[src/rtl/ihsp_pkg.sv]
`timescale 1ns / 1ps
// ihsp_pkg: shared types, marker constants and helpers of the image header size parser
// no dependencies

package ihsp_pkg;

  typedef logic [7:0] octet_t;

  localparam int HDR_BYTES = 24;
  localparam int WIN_BYTES = 12;
  localparam int WIN_START = 2;

  // header bytes kept from the start of a file, index 0 is the first byte
  typedef logic [HDR_BYTES-1:0][7:0] hdr_t;
  // segment window, index 0 is the oldest byte
  typedef logic [WIN_BYTES-1:0][7:0] win_t;

  typedef enum logic [1:0] {
    FMT_NONE = 2'd0,
    FMT_JPEG = 2'd1,
    FMT_GIF  = 2'd2,
    FMT_PNG  = 2'd3
  } fmt_t;

  // jpeg markers
  localparam octet_t MARK_FF   = 8'hFF;
  localparam octet_t MARK_SOI  = 8'hD8;
  localparam octet_t MARK_APP0 = 8'hE0;
  localparam octet_t SOF_LO_A  = 8'hC0;
  localparam octet_t SOF_HI_A  = 8'hC3;
  localparam octet_t SOF_LO_B  = 8'hC9;
  localparam octet_t SOF_HI_B  = 8'hCB;

  // ascii letters used by the signatures
  localparam octet_t CH_J = 8'h4A;
  localparam octet_t CH_F = 8'h46;
  localparam octet_t CH_I = 8'h49;
  localparam octet_t CH_G = 8'h47;
  localparam octet_t CH_P = 8'h50;
  localparam octet_t CH_N = 8'h4E;
  localparam octet_t CH_H = 8'h48;
  localparam octet_t CH_D = 8'h44;
  localparam octet_t CH_R = 8'h52;

  // png signature bytes that are not letters
  localparam octet_t PNG_SIG0 = 8'h89;
  localparam octet_t PNG_CR   = 8'h0D;
  localparam octet_t PNG_LF   = 8'h0A;
  localparam octet_t PNG_EOF  = 8'h1A;

  // header snapshot handed from the tracker to the decoder
  typedef struct packed {
    logic valid;
    logic long_file;
    hdr_t hdr;
  } snap_t;

  function automatic logic is_sof(input octet_t m);
    return ((m >= SOF_LO_A) && (m <= SOF_HI_A)) || ((m >= SOF_LO_B) && (m <= SOF_HI_B));
  endfunction

endpackage

[src/rtl/ihsp_byte_if.sv]
`timescale 1ns / 1ps
// ihsp_byte_if: valid/ready channel carrying one file byte per transaction
// no dependencies

interface ihsp_byte_if;
  logic       valid;
  logic       ready;
  logic [7:0] data_byte;
  logic       last_byte;

  modport source (output valid, data_byte, last_byte, input ready);
  modport sink   (input valid, data_byte, last_byte, output ready);
endinterface

[src/rtl/ihsp_size_if.sv]
`timescale 1ns / 1ps
// ihsp_size_if: valid/ready channel carrying one size result per transaction
// no dependencies

interface ihsp_size_if;
  logic        valid;
  logic        ready;
  logic        found;
  logic [1:0]  format;
  logic [31:0] width;
  logic [31:0] height;

  modport source (output valid, found, format, width, height, input ready);
  modport sink   (input valid, found, format, width, height, output ready);
endinterface

[src/rtl/ihsp_tracker.sv]
`timescale 1ns / 1ps
// ihsp_tracker: byte position, header store, jpeg segment walk and end-of-file snapshot
// depends on ihsp_pkg

module ihsp_tracker import ihsp_pkg::*; #(
  parameter int POSITION_BITS = 32
) (
  input  logic   clk,
  input  logic   rst_n,
  input  logic   accept,
  input  octet_t data_byte,
  input  logic   last_byte,
  input  logic   take,
  output snap_t  snap
);

  localparam int PB = POSITION_BITS;
  localparam logic [PB-1:0] POS_MAX   = {PB{1'b1}};
  localparam logic [PB-1:0] POS_FIRST = PB'(WIN_START + WIN_BYTES - 1);
  localparam logic [PB-1:0] POS_HDR   = PB'(HDR_BYTES - 1);
  localparam logic [PB-1:0] WIN_SPAN  = PB'(WIN_BYTES - 1);
  localparam logic [PB-1:0] POS_INIT  = PB'(WIN_START);

  logic [PB-1:0] pos_r, pos_nxt;
  logic [PB-1:0] next_r, next_nxt;
  logic          walking_r, walking_nxt;
  hdr_t          hdr_r, hdr_nxt;
  win_t          win_r, win_nxt;
  win_t          adopt_r, adopt_nxt;
  logic          snap_valid_r;
  logic          snap_long_r;
  hdr_t          snap_hdr_r;

  logic          at_first;
  logic          jfif;
  logic          adopt_walk;
  logic          stop;
  logic [PB-1:0] pos_m11;
  logic [PB-1:0] apos;
  logic [16:0]   step;
  logic [PB:0]   seg_sum;
  logic [PB-1:0] next_dec;
  hdr_t          snap_hdr;

  // header store write and recent-byte window
  always_comb begin
    hdr_nxt = hdr_r;
    for (int i = 0; i < HDR_BYTES; i++) begin
      if (pos_r == PB'(i)) hdr_nxt[i] = data_byte;
    end
    win_nxt = {data_byte, win_r[WIN_BYTES-1:1]};
  end

  // jfif tag check over the header bytes, all stored once the first window is complete
  assign jfif = (hdr_r[0] == MARK_FF) && (hdr_r[1] == MARK_SOI) &&
                (hdr_r[2] == MARK_FF) && (hdr_r[3] == MARK_APP0) &&
                (hdr_r[6] == CH_J) && (hdr_r[7] == CH_F) &&
                (hdr_r[8] == CH_I) && (hdr_r[9] == CH_F);

  // window adoption: first window at its last byte, later ones when their last byte arrives
  assign at_first   = (pos_r == POS_FIRST);
  assign pos_m11    = pos_r - WIN_SPAN;
  assign adopt_walk = walking_r && (next_r == pos_m11);
  assign adopt_nxt  = (at_first || adopt_walk) ? win_nxt : adopt_r;

  // segment decision on the incoming window
  assign stop     = (win_nxt[0] != MARK_FF) || is_sof(win_nxt[1]);
  assign apos     = at_first ? POS_INIT : next_r;
  assign step     = {1'b0, win_nxt[2], win_nxt[3]} + 17'd2;
  assign seg_sum  = {1'b0, apos} + (PB + 1)'(step);
  assign next_dec = seg_sum[PB] ? POS_MAX : seg_sum[PB-1:0];

  always_comb begin
    walking_nxt = walking_r;
    next_nxt    = next_r;
    if (at_first) begin
      walking_nxt = jfif && !stop;
      if (jfif && !stop) next_nxt = next_dec;
    end else if (adopt_walk) begin
      walking_nxt = !stop;
      if (!stop) next_nxt = next_dec;
    end
  end

  // saturating byte position
  assign pos_nxt = (pos_r == POS_MAX) ? pos_r : pos_r + PB'(1);

  // header as seen at end of file, adopted window over bytes 2 to 13
  always_comb begin
    snap_hdr = hdr_nxt;
    for (int i = 0; i < WIN_BYTES; i++) begin
      snap_hdr[WIN_START + i] = adopt_nxt[i];
    end
  end

  // control state, back to reset after the last byte of a file
  always_ff @(posedge clk) begin
    if (!rst_n) begin
      pos_r     <= '0;
      next_r    <= POS_INIT;
      walking_r <= 1'b0;
    end else if (accept) begin
      if (last_byte) begin
        pos_r     <= '0;
        next_r    <= POS_INIT;
        walking_r <= 1'b0;
      end else begin
        pos_r     <= pos_nxt;
        next_r    <= next_nxt;
        walking_r <= walking_nxt;
      end
    end
  end

  // byte stores
  always_ff @(posedge clk) begin
    if (accept) begin
      hdr_r   <= hdr_nxt;
      win_r   <= win_nxt;
      adopt_r <= adopt_nxt;
    end
  end

  // snapshot register toward the decoder
  always_ff @(posedge clk) begin
    if (!rst_n) begin
      snap_valid_r <= 1'b0;
    end else if (accept && last_byte) begin
      snap_valid_r <= 1'b1;
    end else if (take) begin
      snap_valid_r <= 1'b0;
    end
  end

  always_ff @(posedge clk) begin
    if (accept && last_byte) begin
      snap_long_r <= (pos_r >= POS_HDR);
      snap_hdr_r  <= snap_hdr;
    end
  end

  assign snap = '{valid: snap_valid_r, long_file: snap_long_r, hdr: snap_hdr_r};

  // end of file restarts the position count
  a_eof_restart: assert property (@(posedge clk) disable iff (!rst_n)
    accept && last_byte |=> (pos_r == '0) && !walking_r)
    else $error("position not cleared after end of file");

  // the walk starts only after the first window
  a_walk_late: assert property (@(posedge clk) disable iff (!rst_n)
    walking_r |-> (pos_r > POS_FIRST))
    else $error("walk active before first window");

  // the next segment never lies behind the current window
  a_next_ahead: assert property (@(posedge clk) disable iff (!rst_n)
    walking_r |-> (next_r >= pos_m11))
    else $error("next segment passed without adoption");

endmodule

[src/rtl/ihsp_decoder.sv]
`timescale 1ns / 1ps
// ihsp_decoder: format and size decode of a header snapshot into the result register
// depends on ihsp_pkg and ihsp_size_if

module ihsp_decoder import ihsp_pkg::*; (
  input  logic              clk,
  input  logic              rst_n,
  input  snap_t             snap,
  output logic              take,
  ihsp_size_if.source       out_chan
);

  logic        out_valid_r;
  fmt_t        fmt_r, fmt_nxt;
  logic [31:0] width_r, width_nxt;
  logic [31:0] height_r, height_nxt;
  hdr_t        h;

  assign h = snap.hdr;

  // format detection, jpeg then gif then png
  always_comb begin
    fmt_nxt    = FMT_NONE;
    width_nxt  = '0;
    height_nxt = '0;
    if (snap.long_file) begin
      priority if ((h[0] == MARK_FF) && (h[1] == MARK_SOI) && (h[2] == MARK_FF)) begin
        fmt_nxt    = FMT_JPEG;
        height_nxt = {16'd0, h[7], h[8]};
        width_nxt  = {16'd0, h[9], h[10]};
      end else if ((h[0] == CH_G) && (h[1] == CH_I) && (h[2] == CH_F)) begin
        fmt_nxt    = FMT_GIF;
        width_nxt  = {16'd0, h[7], h[6]};
        height_nxt = {16'd0, h[9], h[8]};
      end else if ((h[0] == PNG_SIG0) && (h[1] == CH_P) && (h[2] == CH_N) &&
                   (h[3] == CH_G) && (h[4] == PNG_CR) && (h[5] == PNG_LF) &&
                   (h[6] == PNG_EOF) && (h[7] == PNG_LF) && (h[12] == CH_I) &&
                   (h[13] == CH_H) && (h[14] == CH_D) && (h[15] == CH_R)) begin
        fmt_nxt    = FMT_PNG;
        width_nxt  = {h[16], h[17], h[18], h[19]};
        height_nxt = {h[20], h[21], h[22], h[23]};
      end
    end
  end

  // result register moves when empty or when the current transaction leaves
  assign take = snap.valid && (!out_valid_r || out_chan.ready);

  always_ff @(posedge clk) begin
    if (!rst_n) begin
      out_valid_r <= 1'b0;
    end else if (take) begin
      out_valid_r <= 1'b1;
    end else if (out_chan.ready) begin
      out_valid_r <= 1'b0;
    end
  end

  always_ff @(posedge clk) begin
    if (take) begin
      fmt_r    <= fmt_nxt;
      width_r  <= width_nxt;
      height_r <= height_nxt;
    end
  end

  assign out_chan.valid  = out_valid_r;
  assign out_chan.found  = (fmt_r != FMT_NONE);
  assign out_chan.format = fmt_r;
  assign out_chan.width  = width_r;
  assign out_chan.height = height_r;

  // no size is reported without a recognized format
  a_zero_size: assert property (@(posedge clk) disable iff (!rst_n)
    out_valid_r && (fmt_r == FMT_NONE) |-> (width_r == '0) && (height_r == '0))
    else $error("size reported without a format");

  // a short file never yields a format
  a_short_file: assert property (@(posedge clk) disable iff (!rst_n)
    take && !snap.long_file |=> fmt_r == FMT_NONE)
    else $error("format found in a short file");

endmodule

[src/rtl/image_header_size_parser_unit.sv]
`timescale 1ns / 1ps
// image_header_size_parser_unit: top level of the image header size parser
// depends on ihsp_pkg, ihsp_byte_if, ihsp_size_if, ihsp_tracker, ihsp_decoder
//
//   channel   | dir | payload                          | transaction
//   in_chan   | in  | data_byte[7:0], last_byte        | one file byte
//   out_chan  | out | found, format[1:0], width, height | one result per file
//
// One byte per cycle is accepted while in_chan.ready is high; the walk, header store and
// counter update in that cycle. A result goes via the snapshot, then the result register.
// in_chan.ready drops only while both the snapshot and the result register hold results.
// Reset (rst_n low, synchronous) clears position, walk and valid flags; stores need none.
// Files shorter than 24 bytes give found 0.

module image_header_size_parser_unit import ihsp_pkg::*; #(
  parameter int POSITION_BITS = 32
) (
  input  logic        clk,
  input  logic        rst_n,
  ihsp_byte_if.sink   in_chan,
  ihsp_size_if.source out_chan
);

  snap_t snap;
  logic  take;
  logic  accept;

  // input side moves while the snapshot slot is free or being emptied
  assign in_chan.ready = !snap.valid || take;
  assign accept        = in_chan.valid && in_chan.ready;

  ihsp_tracker #(
    .POSITION_BITS (POSITION_BITS)
  ) u_tracker (
    .clk       (clk),
    .rst_n     (rst_n),
    .accept    (accept),
    .data_byte (in_chan.data_byte),
    .last_byte (in_chan.last_byte),
    .take      (take),
    .snap      (snap)
  );

  ihsp_decoder u_decoder (
    .clk      (clk),
    .rst_n    (rst_n),
    .snap     (snap),
    .take     (take),
    .out_chan (out_chan)
  );

  // a waiting snapshot stays until the decoder takes it
  a_snap_hold: assert property (@(posedge clk) disable iff (!rst_n)
    snap.valid && !take |=> snap.valid)
    else $error("pending result dropped");

endmodule

[src/flat_wrapper.sv]
// flat-port wrapper written by rule: the top's interface ports become plain ports
module image_header_size_parser_unit_flat import ihsp_pkg::*;
#(
  parameter int POSITION_BITS = 32
)
  (clk, rst_n, in_chan_valid, in_chan_data_byte, in_chan_last_byte, in_chan_ready, out_chan_valid, out_chan_found, out_chan_format, out_chan_width, out_chan_height, out_chan_ready);
  ihsp_byte_if in_chan_i ();
  ihsp_size_if out_chan_i ();
  input  logic clk;
  input  logic rst_n;
  input wire logic [$bits(in_chan_i.valid)-1:0] in_chan_valid;
  input wire logic [$bits(in_chan_i.data_byte)-1:0] in_chan_data_byte;
  input wire logic [$bits(in_chan_i.last_byte)-1:0] in_chan_last_byte;
  output wire logic [$bits(in_chan_i.ready)-1:0] in_chan_ready;
  output wire logic [$bits(out_chan_i.valid)-1:0] out_chan_valid;
  output wire logic [$bits(out_chan_i.found)-1:0] out_chan_found;
  output wire logic [$bits(out_chan_i.format)-1:0] out_chan_format;
  output wire logic [$bits(out_chan_i.width)-1:0] out_chan_width;
  output wire logic [$bits(out_chan_i.height)-1:0] out_chan_height;
  input wire logic [$bits(out_chan_i.ready)-1:0] out_chan_ready;
  assign in_chan_i.valid = in_chan_valid;
  assign in_chan_i.data_byte = in_chan_data_byte;
  assign in_chan_i.last_byte = in_chan_last_byte;
  assign in_chan_ready = in_chan_i.ready;
  assign out_chan_valid = out_chan_i.valid;
  assign out_chan_found = out_chan_i.found;
  assign out_chan_format = out_chan_i.format;
  assign out_chan_width = out_chan_i.width;
  assign out_chan_height = out_chan_i.height;
  assign out_chan_i.ready = out_chan_ready;
  image_header_size_parser_unit #(.POSITION_BITS(POSITION_BITS)) u_core (.clk(clk), .rst_n(rst_n), .in_chan(in_chan_i), .out_chan(out_chan_i));
endmodule
[config.mk]
export PLATFORM = sky130hd
export DESIGN_NAME = image_header_size_parser_unit_flat
export DESIGN_NICKNAME = d
export VERILOG_FILES = /design/src/rtl/ihsp_pkg.sv /design/src/rtl/ihsp_byte_if.sv /design/src/rtl/ihsp_size_if.sv /design/src/rtl/ihsp_tracker.sv /design/src/rtl/ihsp_decoder.sv /design/src/rtl/image_header_size_parser_unit.sv /design/src/flat_wrapper.sv
export SDC_FILE = /design/constraint.sdc
export NUM_CORES = 1
export LEC_CHECK = 0
export BUFFER_PORTS_ARGS = -buffer_cell sky130_fd_sc_hd__buf_4
export CAP_MARGIN = 15
export CORE_UTILIZATION = 60
export DETAILED_ROUTE_END_ITERATION = 7
export HOLD_SLACK_MARGIN = 0.15
export MAX_ROUTING_LAYER = met4
export PLACE_DENSITY = 0.81
export RECOVER_POWER = 50
export SLEW_MARGIN = 15
export SYNTH_ARGS = -nofsm -noshare
export SYNTH_HDL_FRONTEND = slang
export SYNTH_SLANG_ARGS = --single-unit
[constraint.sdc]
create_clock -name clk -period 13.95 [get_ports clk]
set_input_delay 0.6975 -clock clk [delete_from_list [all_inputs] [get_ports clk]]
set_output_delay 0.6975 -clock clk [all_outputs]
set_load 0.02 [all_outputs]
==> results by group, run 1 <==
Outcome
  – Run status: finished with violations
  – Violated checks: design-rule violations, max-capacitance violations, max-slew violations

Route
  – DRT Wirelength: 56200 um
  – Routed vias: 14900
  – Highest layer used for signal routing: met4
  – Initial DRC count: 1636
  – Average wire length per cell after detail routing: 23.2 um
  – Remaining antenna violation count: 0
  – Routed wire length on met3: 3860 um
  – Routed length on met2: 26600 um
  – Wire length on met1: 24200 um
  – Number of detailed-route iterations in the first pass: 8
  – Per-cell via count in the routed design: 6.15
  – DRC violations left: 1

Critical path
  – Most prevalent standard cell on the critical path: sky130_fd_sc_hd__nand2_1
  – Worst Setup Start Kind: flop
  – Critical setup path kind: flop to flop
  – Family of cells with the greatest summed delay on the critical path: buffers and inverters
  – Endpoint kind of the worst setup timing path: flop
  – Cell Chain, Critical Path: nor2b_1 > nand2_1 > nand2_1 > clkinvlp_2 > clkbuf_1
  – Maximum cell stage delay along the critical path: 3.93 ns
  – Combined buffer and inverter count along the critical path: 2
  – Required time of the worst setup path: 13.71 ns
  – CP Data Arrival Time: 8.39 ns
  – Critical path peak fanout: 117
  – Critical Path Slowest Stage Cell: sky130_fd_sc_hd__clkinvlp_2

Die
  – Site Rows: 76
  – Total Die Area: 44300 um^2
  – Die height: 211 um
  – CORE AREA: 43000 um^2
  – Die Wd: 211 um
  – Count of pins on the block boundary: 82
  – Effective utilization at floorplan: 60.7%

STA
  – Min Tclk post-route: 8.64 ns
  – Final-report hold violation count: 0
  – Min Hold Slack: 0.350 ns
  – RSZ-0062 raised after global routing: no
  – Worst-margin pin slew: 5.27 ns
  – Final Cycle Share: 61.9%
  – Final max-slew violation count: 444
  – Count of endpoints failing setup in the final report: 0
  – Final worst setup slack: 5.31 ns
  – TNS Setup: 0 ns
  – Clk_skew: 0.0461 ns
  – Maximum achievable frequency: 116 MHz
  – Worst-case headroom to the max-slew limit: -253%

Clocking
  – Later-pin clock latency in the skew report: 0.66 ns
  – CTS Buf Count: 60
  – Clock tree from TritonCTS: yes
  – H-tree depth: 2
  – Clock tree root buffer cell: sky130_fd_sc_hd__clkbuf_16
  – CTS max path bufs: 3
  – Post-CTS Setup Bufs: 0
  – Clock Sinks: 638
  – Clock input transition at the sequential cells of the worst setup and hold paths: 0.06 ns
  – Number of gates given a new drive strength after cts: 0
  – Cts hold-fix bufs: 0

Flow run
  – Max-cap violations: 10

Final layout
  – Area growth from synthesis to final layout: 11.1%
  – Final Net Count: 1835
  – Combined flip-flop and latch cell area: 18500 um^2
  – # diodes: 0
  – Design area: 29000 um^2
  – Filler cell count in the final layout: 2856
  – Number of non-filler instances in the completed layout: 2422
  – Share of layout cells above drive strength 1: 16.8%
  – Final standard cell utilization of the core: 67.4%
  – Total area of multi-input combinational cells: 7240 um^2

Pwr
  – Static leakage power: 9.87 nW
  – PwrDens: 138 nW/um^2
  – VDD IR max: 0.112 mV
  – Total power consumption of the routed design: 4.00 mW

Placed design
  – Total placed cells including tap cells: 2308
  – Port Buffer Count: 81
  – Standard cell area after detailed placement: 27300 um^2
  – Final estimated routing congestion in global placement: 0.908
  – Detailed placer's ending HPWL: 35100 um
  – Setup Slack @ Placement: 8.02 ns

Synth
  – Post-synthesis cell type with the largest combined area: sky130_fd_sc_hd__edfxtp_1
  – Synthesis Warnings: 0
  – Dominant cells by area after synthesis: sky130_fd_sc_hd__edfxtp_1 66%, sky130_fd_sc_hd__mux2_2 7.8%, sky130_fd_sc_hd__dfxtp_1 5.1%
  – Fraction of synthesized cell area taken by the top area cell type: 65.7%
  – Syn Area/Cell: 15.3 um^2
  – Flops & latches, synth: 638
  – Number of unique standard cell types used by synthesis: 69
  – Post-synth EDFFs: 571
  – Most instantiated flip-flop cell in the synthesis netlist: sky130_fd_sc_hd__edfxtp_1
  – Synthesized instance count: 1703
  – Syn nets: 1753
  – Sequential element share of the synthesized area: 70.8%
  – Ranking of synthesized cells by instance count: 571 x sky130_fd_sc_hd__edfxtp_1, 181 x sky130_fd_sc_hd__mux2_2, 92 x sky130_fd_sc_hd__nor2_1, 84 x sky130_fd_sc_hd__nand2_1, 67 x sky130_fd_sc_hd__dfxtp_1
  – Summed instance area of the synthesized netlist: 26100 um^2
  – Most common cell in the netlist: sky130_fd_sc_hd__edfxtp_1
  – Post-synth ARST share: 0%

Global route
  – All-Layer GR Usage: 26.4%
  – Largest net degree at the start of global routing: 118
  – Global-route wire length before repair: 85600 um
  – Initial antenna violation count: 0
  – Total global routing overflow: 0
  – Via count of the first global-routing pass: 14600

Hold path
  – Hold Path Class: input pin to flop
[cell families after synthesis]
logic type,count (synthesis),synth area share (%)
buffers and inverters,95,1.55
and+or+nand+nor,459,9.72
xor gates and xnor gates,76,2.55
DFF,638,70.8
adders and majority gates,37,1.80
AOI/OAI and AO/OA,210,5.44
muxes,188,8.10
[layout make-up]
| cell class | count | share of cell area, % |
|---|---|---|
| Clock buffer | 65 | 5.24 |
| Clock inverter | 49 | 1.79 |
| Inverter | 18 | 0.255 |
| Multi-Input combinational cell | 970 | 25.0 |
| Sequential cell | 638 | 63.8 |
| Tap cell | 585 | 2.52 |
| Timing Repair Buffer | 97 | 1.45 |
[worst reg2reg max path, stage by stage (launching register included)]
cell                         delay, ns
sky130_fd_sc_hd__dfxtp_1          0.32
sky130_fd_sc_hd__nor2b_1          0.29
sky130_fd_sc_hd__nand2_1          0.14
sky130_fd_sc_hd__nand2_1          0.30
sky130_fd_sc_hd__clkinvlp_2       3.93
sky130_fd_sc_hd__clkbuf_1         2.72
[power breakdown]
part | internal, mW | switching (mW) | total (mW) | leakage (nW)
sequential | 2.17 | 0.0328 | 2.21 | 6.08
combinational | 0.0378 | 0.0844 | 0.122 | 2.80
clock | 0.944 | 0.728 | 1.67 | 0.986
[metal layers]
metal  vias up  global-route usage (%)
met5         -                       -
met4         0                    8.32
met3       102                    3.14
met2       593                    40.6
met1      7480                    37.2
li1       6730                       -
[path summary, 6_finish.rpt]
check | startpoint | endpoint | slack (ns) | depth (start not counted)
worst max-delay path | u_core.u_decoder.out_chan.valid | u_core.u_tracker.hdr_r[190] | 5.31 | 5
worst min-delay path | in_chan_valid | u_core.u_tracker.snap_valid_r | 0.35 | 3
worst max register to register | u_core.u_decoder.out_chan.valid | u_core.u_tracker.hdr_r[190] | 5.31 | 5
worst min register to register | u_core.u_tracker.win_nxt[79] | u_core.u_tracker.win_nxt[71] | 0.42 | 0
[sequential cells by signal, indices dropped and copies added, names as in the netlist, 2 cells and up]
register and cells:
u_core.u_decoder.out_chan.format 2, u_core.u_decoder.out_chan.height 32, u_core.u_decoder.out_chan.width 32, u_core.u_tracker.adopt_r 88, u_core.u_tracker.hdr_r 144, u_core.u_tracker.next_r 32, u_core.u_tracker.pos_r 32, u_core.u_tracker.snap 184
u_core.u_tracker.win_nxt 88
[cells in the final DEF, fill, tap and decap left out, types with 16 or more instances in the layout]
cell type	count
sky130_fd_sc_hd__dfxtp_1	67
sky130_fd_sc_hd__clkbuf_1	87
sky130_fd_sc_hd__o21ai_0	58
sky130_fd_sc_hd__nor2_1	92
sky130_fd_sc_hd__and2_1	53
sky130_fd_sc_hd__edfxtp_1	571
sky130_fd_sc_hd__inv_1	16
sky130_fd_sc_hd__a21oi_1	46
sky130_fd_sc_hd__or3_1	17
sky130_fd_sc_hd__xor2_1	32
sky130_fd_sc_hd__nand3_1	29
sky130_fd_sc_hd__nor2b_1	31
sky130_fd_sc_hd__clkbuf_16	60
sky130_fd_sc_hd__nor4_1	22
sky130_fd_sc_hd__ha_1	36
sky130_fd_sc_hd__a222oi_1	24
sky130_fd_sc_hd__nand2_1	84
sky130_fd_sc_hd__mux2_2	181
sky130_fd_sc_hd__xnor2_1	44
sky130_fd_sc_hd__nand4_1	24
sky130_fd_sc_hd__nor3_1	19
(Power assumes the default switching activity.)
==> run 2, diff against run 1 <==
CORE_UTILIZATION = 56   (was 60)
PLACE_DENSITY = 0.8   (was 0.81)
clock period = 6.95 ns   (was 13.95 ns; I/O delays follow)
==> results by group, run 2 (synthesis gave the netlist of run 1 again) <==
STA
  – Worst-margin pin slew: 3.50 ns (-1.77 ns)
  – Min Tclk post-route: 6.03 ns (-2.61 ns)
  – Final Cycle Share: 86.7% (+25 points)
  – Clk_skew: 0.0287 ns (-0.0174 ns)
  – Worst-case headroom to the max-slew limit: -133% (+120 points)
  – Min Hold Slack: 0.419 ns (+0.0691 ns)
  – Maximum achievable frequency: 166 MHz (+43%)
  – Count of endpoints failing setup in the final report: 0 (unchanged)
  – RSZ-0062 raised after global routing: no
  – Final max-slew violation count: 353 (-20%)
  – Final-report hold violation count: 0 (unchanged)

Critical path
  – Combined buffer and inverter count along the critical path: 0 (-2)
  – Critical path peak fanout: 30 (-74%)
  – Endpoint kind of the worst setup timing path: flop
  – Critical setup path kind: flop to flop
  – Family of cells with the greatest summed delay on the critical path: simple AND/OR/NAND/NOR gates
  – Reg2Reg Launch Point: u_core.u_tracker.pos_r[13]
  – Reg2reg path depth: 16 (+11)
  – R2r setup slk: 0.92 ns (-4.39 ns)
  – Worst reg2reg endpoint: u_core.u_tracker.next_r[1]
  – Required time of the worst setup path: 7.44 ns (-6.27 ns)
  – Critical Path Slowest Stage Cell: sky130_fd_sc_hd__or4_1
  – CP Data Arrival Time: 6.52 ns (-1.87 ns)
  – Worst Setup Start Kind: flop
  – Most prevalent standard cell on the critical path: sky130_fd_sc_hd__a21oi_1
  – Maximum cell stage delay along the critical path: 0.65 ns (-3.28 ns)
  – Cell Chain, Critical Path: or3_1 > or3_1 > or4_1 > or2_1 > and2_1 > ha_1 > ha_1 > a21o_1 > a21oi_1 > a21oi_1 > o31ai_1 > nor2_1 > o2111a_1 > and4_1 > nor4_1 > a21oi_1

Die
  – Site Rows: 78 (+2.6%)
  – Total Die Area: 47500 um^2 (+7.1%)
  – Die height: 218 um (+3.5%)
  – Effective utilization at floorplan: 57.1% (-3.6 points)
  – CORE AREA: 45700 um^2 (+6.3%)
  – Count of pins on the block boundary: 82 (unchanged)
  – Die Wd: 218 um (+3.5%)

Global route
  – Initial antenna violation count: 0 (unchanged)
  – Global-route wire length before repair: 85900 um (+0.36%)
  – Largest net degree at the start of global routing: 88 (-25%)
  – All-Layer GR Usage: 24.6% (-1.8 points)
  – Via count of the first global-routing pass: 14800 (+1.6%)
  – Total global routing overflow: 0 (unchanged)

Final layout
  – # diodes: 0 (unchanged)
  – Number of non-filler instances in the completed layout: 2443 (+0.87%)
  – Final Net Count: 1845 (+0.54%)
  – Area growth from synthesis to final layout: 11.2% (about the same)
  – Max FFs per register: 184 (unchanged)
  – Most frequent cells in the layout: 571 x sky130_fd_sc_hd__edfxtp_1, 141 x sky130_fd_sc_hd__mux2_2, 93 x sky130_fd_sc_hd__clkbuf_1
  – Share of layout cells above drive strength 1: 14.1% (-2.8 points)
  – Most common cell after layout, fill and taps aside: sky130_fd_sc_hd__edfxtp_1
  – Filler cell count in the final layout: 3230 (+13%)

Route
  – DRC violations left: 0 (-1)
  – Remaining antenna violation count: 0 (unchanged)
  – DRT Wirelength: 56200 um (about the same)
  – Per-cell via count in the routed design: 6.18 (+0.45%)
  – Initial DRC count: 1564 (-4.4%)
  – Average wire length per cell after detail routing: 23.0 um (-0.89%)
  – Number of detailed-route iterations in the first pass: 7 (-1)
  – Routed vias: 15100 (+1.3%)

Placed design
  – Port Buffer Count: 81 (unchanged)
  – Detailed placer's ending HPWL: 35400 um (+0.81%)
  – Total placed cells including tap cells: 2323 (+0.65%)
  – Final estimated routing congestion in global placement: 0.881 (-3.0%)

Clocking
  – CTS Buf Count: 60 (unchanged)
  – Clock tree from TritonCTS: yes
  – Number of gates given a new drive strength after cts: 0 (unchanged)
  – CTS max path bufs: 3 (unchanged)
  – Clock tree root buffer cell: sky130_fd_sc_hd__clkbuf_16
  – H-tree depth: 2 (unchanged)
  – Post-CTS Setup Bufs: 0 (unchanged)
  – Later-pin clock latency in the skew report: 0.63 ns (-0.03 ns)
  – Cts hold-fix bufs: 10 (+10)
  – Clock input transition at the sequential cells of the worst setup and hold paths: 0.06 ns (about the same)
  – Clock Sinks: 638 (unchanged)

Hold path
  – Hold Path Class: flop to flop
  – Launch instance of the worst min-delay path: u_core.u_tracker.win_nxt[74]
  – Worst Hold Endpoint: u_core.u_tracker.win_nxt[66]
  – Min-Delay Path Depth: 0 (-3)

Outcome
  – Run status: finished with violations
  – Violated checks: max-capacitance violations, max-slew violations

Pwr
  – PwrDens: 272 nW/um^2 (+97%)
  – VDD IR max: 0.326 mV (+190%)
  – Total power consumption of the routed design: 7.88 mW (+97%)
  – Static leakage power: 9.87 nW (about the same)

Flow run
  – Max-cap violations: 10 (unchanged)
run 2: per-layer routing:
metal	up-vias	share of wire [%]	track usage, %
met5	-	0	-
met4	0	1.8	6.25
met3	79	6.6	3.61
met2	640	49	39.2
met1	7622	43	33.3
li1	6761	-	-
run 2: metrics by stage:
step	setup TNS (ns)	setup WS [ns]	area [um^2]	util, %
2_1_floorplan	-213.83	-1.16	26100	-
3_3_place_gp	0	1.20	27300	59.7
3_5_place_dp	0	1.04	27300	59.7
4_1_cts	0	1.01	29300	64.2
5_1_grt	0	0.566	29000	63.5
6_report	0	0.922	29000	63.5
run 2: report_power, final:
group	switching, mW	internal, mW	total [mW]	leakage, nW
combinational	0.168	0.0757	0.244	2.85
sequential	0.0661	4.36	4.42	6.08
clock	1.40	1.81	3.22	0.939
run 2: layout make-up:
class / count / area, um^2 / share of cell area, %
clock buffer: 74 / 1590 / 5.46
clock inverter: 36 / 362 / 1.25
inverter: 18 / 73.8 / 0.254
multi-input combinational: 970 / 7230 / 24.9
sequential: 638 / 18500 / 63.7
tap: 600 / 751 / 2.59
timing repair buffer: 107 / 522 / 1.80
run 2: worst reg2reg max path: stages, from the launching register on:
cell	delay, ns
sky130_fd_sc_hd__dfxtp_1	0.39
sky130_fd_sc_hd__or3_1	0.50
sky130_fd_sc_hd__or3_1	0.48
sky130_fd_sc_hd__or4_1	0.65
sky130_fd_sc_hd__or2_1	0.44
sky130_fd_sc_hd__and2_1	0.24
sky130_fd_sc_hd__ha_1	0.28
sky130_fd_sc_hd__ha_1	0.36
sky130_fd_sc_hd__a21o_1	0.18
sky130_fd_sc_hd__a21oi_1	0.21
sky130_fd_sc_hd__a21oi_1	0.11
sky130_fd_sc_hd__o31ai_1	0.51
sky130_fd_sc_hd__nor2_1	0.11
sky130_fd_sc_hd__o2111a_1	0.38
sky130_fd_sc_hd__and4_1	0.58
sky130_fd_sc_hd__nor4_1	0.44
sky130_fd_sc_hd__a21oi_1	0.06
run 2: worst max-delay path by stage:
stage | from | end | depth (start not counted)
2_1_floorplan | u_core.u_decoder.out_chan.valid | u_core.u_tracker.snap[0] | 6
3_3_place_gp | u_core.u_tracker.pos_r[13] | u_core.u_tracker.next_r[25] | 16
3_5_place_dp | u_core.u_tracker.pos_r[13] | u_core.u_tracker.next_r[1] | 16
4_1_cts | u_core.u_tracker.pos_r[13] | u_core.u_tracker.next_r[1] | 16
5_1_grt | u_core.u_tracker.pos_r[13] | u_core.u_tracker.next_r[1] | 16
6_report | u_core.u_tracker.pos_r[13] | u_core.u_tracker.next_r[1] | 16
